--- src/design/swam_ram.sv ---
// generic single-write, single-read ram with registered, read-first output
// no dependencies
module swam_ram #(
  parameter int  WIDTH = 8,
  parameter int  DEPTH = 16,
  localparam int AW    = (DEPTH > 1) ? $clog2(DEPTH) : 1
) (
  input  logic             clk,
  input  logic             we,
  input  logic [AW-1:0]    waddr,
  input  logic [WIDTH-1:0] wdata,
  input  logic             re,
  input  logic [AW-1:0]    raddr,
  output logic [WIDTH-1:0] rdata
);

  logic [WIDTH-1:0] mem [DEPTH];

  always_ff @(posedge clk) begin
    if (we) begin
      mem[waddr] <= wdata;
    end
    if (re) begin
      rdata <= mem[raddr];
    end
  end

endmodule

--- config.mk ---
export PLATFORM = sky130hd
export DESIGN_NAME = swam_ram
export DESIGN_NICKNAME = d
export VERILOG_FILES = /design/src/design/swam_ram.sv
export SDC_FILE = /design/constraint.sdc
export NUM_CORES = 1
export LEC_CHECK = 0
export BUFFER_PORTS_ARGS = -buffer_cell sky130_fd_sc_hd__buf_2
export CAP_MARGIN = 15
export CORE_MARGIN = 4
export CORE_UTILIZATION = 60
export CTS_BUF_LIST = sky130_fd_sc_hd__clkbuf_16
export DETAILED_ROUTE_END_ITERATION = 12
export GPL_ROUTABILITY_DRIVEN = 0
export GPL_TIMING_DRIVEN = 0
export PLACE_DENSITY_LB_ADDON = 0.05
export SYNTH_ARGS = -nofsm -noshare
export SYNTH_HDL_FRONTEND = slang
export SYNTH_SLANG_ARGS = --single-unit
--- constraint.sdc ---
create_clock -name clk -period 2.3 [get_ports clk]
set_clock_uncertainty 0.15 [all_clocks]
set_input_delay 0.345 -clock clk [delete_from_list [all_inputs] [get_ports clk]]
set_output_delay 0.345 -clock clk [all_outputs]
set_load 0.01 [all_outputs]
==> reports/qor.yml <==
status: "finished, final reports clean"
viasPerCell: 6.14
synth-compound-area-share_pct: 2.30
p_per_area_mw_per_mm2: 915
yosysWarnings: 0
area_growth_syn_to_layout_pct: 16.1
finalHoldViolCount: 0
synth_top_family_by_area: "multiplexers"
htree_num_levels: 4
antenna_left: 0
drv_slew: 0
synthesis.nets: 248
ys_seq_area_share_pct: 78.1
start_kind: "primary input"
netlist_instances: 229
rows: 33
path_class: "in2reg"
die_y_um: 101
ios: 27
cp_max_fo: 8
utilization_pct: 72.7
cts_root_buffer: "clkbuf_16"
drt-pass1-iter-count: 4
max_freq_mhz: 574
fillCellCount: 500
dr.first_iter.drc_count: 171
overflow: 0
cap_viol_max_count: 0
grt_usage_pct: 21.2
seq_area_sq_mm: 0.00408
synth.distinct_cells: 18
multi_input_area_sq_mm: 0.00106
core-area_sq_mm: 0.00834
crit_required_ns: 2.18
dpl.hpwl_um: 6310
die-area_sq_mm: 0.0103
start_util_pct: 62.7
rsz0062_at_grt: "false"
muxShareOfSynthArea_pct: 14.8
grt_start_max_net_pins: 17
r2r_start: "mem[4][0]$_DFFE_PP_"
vias: 2427
finalCriticalPeriod_ns: 1.74
ys_ff_latch: 136
p_leak_nw: 2.04
maxSlewHeadroom_pct: 46.6
clkSlewWorstSetupHoldPaths_ns: 0.06
cts_setup_buffers: 0
vdd_drop_max_mv: 0.581
drt-total-wl_um: 9720
ctsHoldBuffers: 0
tritoncts: "done"
synthAdderAreaFrac_pct: 0
syn_avg_cell_area_sq_um: 22.8
final_common_cell: "edfxtp_1"
r2r-end: "rdata[0]$_DFFE_PP_"
drc: 0
numCtsBuffers: 17
reg2reg_slack_ns: 0.61
cp-startpoint: "waddr[2]"
critPathCaptureType: "register"
insertion_delay_ns: 0.41
layout_common_cells: "edfxtp_1 (136), buf_2 (30), mux4_2 (18)"
tightest_slew_ns: 0.798
grt_pass1_wl_um: 14900
cts_sinks: 136
synth_xor_xnor_area_share_pct: 0
setup_viol: 0
avgRoutedWirePerCell_um: 24.6
drive_gt1_share_pct: 30.3
antenna_cells: 0
grt_antenna_before_repair: 0
port_buffers: 25
syn_area_sq_mm: 0.00523
finalCritPeriodShare_pct: 75.7
p_total_mw: 5.55
grt_pass1_vias: 2550
dieWidth_um: 101
hold_class: "in2reg"
yosys.area_share.simple_pct: 3.14
r2r_cells: 3
cts_buffer_depth: 2
nNetsFinal: 296
arrival_ns: 1.62
crit_path_end: "mem[1][1]$_DFFE_PP_"
cts_resized: 0
==> cell type report <==
| cell class | count | share of cell area, % |
|---|---|---|
| plain buffers | 10 | 1.42 |
| multi-input cells | 83 | 17.4 |
| clock buffers | 17 | 7.01 |
| flip-flops and latches | 136 | 67.3 |
| well taps | 105 | 2.17 |
| repair buffers | 29 | 2.47 |
| clock inverters | 15 | 2.19 |
==> cell usage after synthesis <==
library cell,n,share of area [%]
buf_6,3,0.65
nand3_1,1,0.096
nor3_1,4,0.38
and2_1,1,0.12
buf_2,3,0.29
a22oi_1,16,2.3
clkdlybuf4s25_2,3,0.57
nand2_1,9,0.65
mux4_2,18,7.8
and2b_1,1,0.14
edfxtp_1,136,78
nor2_1,13,0.93
buf_4,1,0.14
nand2b_1,2,0.24
or3b_2,1,0.17
nand3b_1,2,0.29
nor2b_1,1,0.12
mux4_1,14,7.0
==> report_power, final <==
group	internal (mW)	total, mW	leakage [nW]	switching, mW
clock network	1.49	2.48	0.264	0.995
logic	0.109	0.265	0.539	0.156
registers	2.79	2.81	1.24	0.0120
total	4.39	5.55	2.04	1.16
==> registers in the layout, summed over array words and instances, names as in the netlist <==
register / count
mem: 128
rdata: 8
==> critical path, stage by stage <==
cell and delay, ns:
buf_2 0.11, or3b_2 0.53, nor2_1 0.63
==> worst min-delay path by stage <==
stage	end	slack (ns)	from	cells after the start
final	rdata[3]$_DFFE_PP_	0.14	re	1
after floorplan	mem[0][0]$_DFFE_PP_	0.29	wdata[0]	0
after global routing	rdata[3]$_DFFE_PP_	0.13	re	1
after CTS	rdata[3]$_DFFE_PP_	0.13	re	1
after detailed placement	rdata[2]$_DFFE_PP_	0.55	re	1
after global placement	rdata[2]$_DFFE_PP_	0.54	re	1
==> metal layers <==
metal,GRT usage [%],share of wire [%],vias up
li1,-,-,1077
met5,0,0,-
met3,5.72,5.8,20
met1,30.9,45,1258
met4,7.46,1.9,0
met2,31.7,48,72
==> cell families (layout without fill, tap and decap cells) <==
family,count (synthesis),after routing
flops,136,136
simple gates,35,35
mux,32,32
compound gates,16,16
buf+inv,10,71
==> metrics by stage <==
step | hold WS [ns] | setup WS, ns | TNS (ns) | cells | cell area [sq um]
after detailed placement | 0.553 | 0.0844 | 0 | 361 | 5500
after floorplan | 0.294 | 0.312 | 0 | 229 | 5230
final | 0.145 | 0.558 | 0 | 395 | 6070
after global placement | 0.539 | -0.245 | -1.98 | 359 | 5480
after CTS | 0.130 | 0.509 | 0 | 393 | 6060
after global routing | 0.127 | 0.489 | 0 | 395 | 6070
No activity file was read; power rests on OpenSTA's default activity.
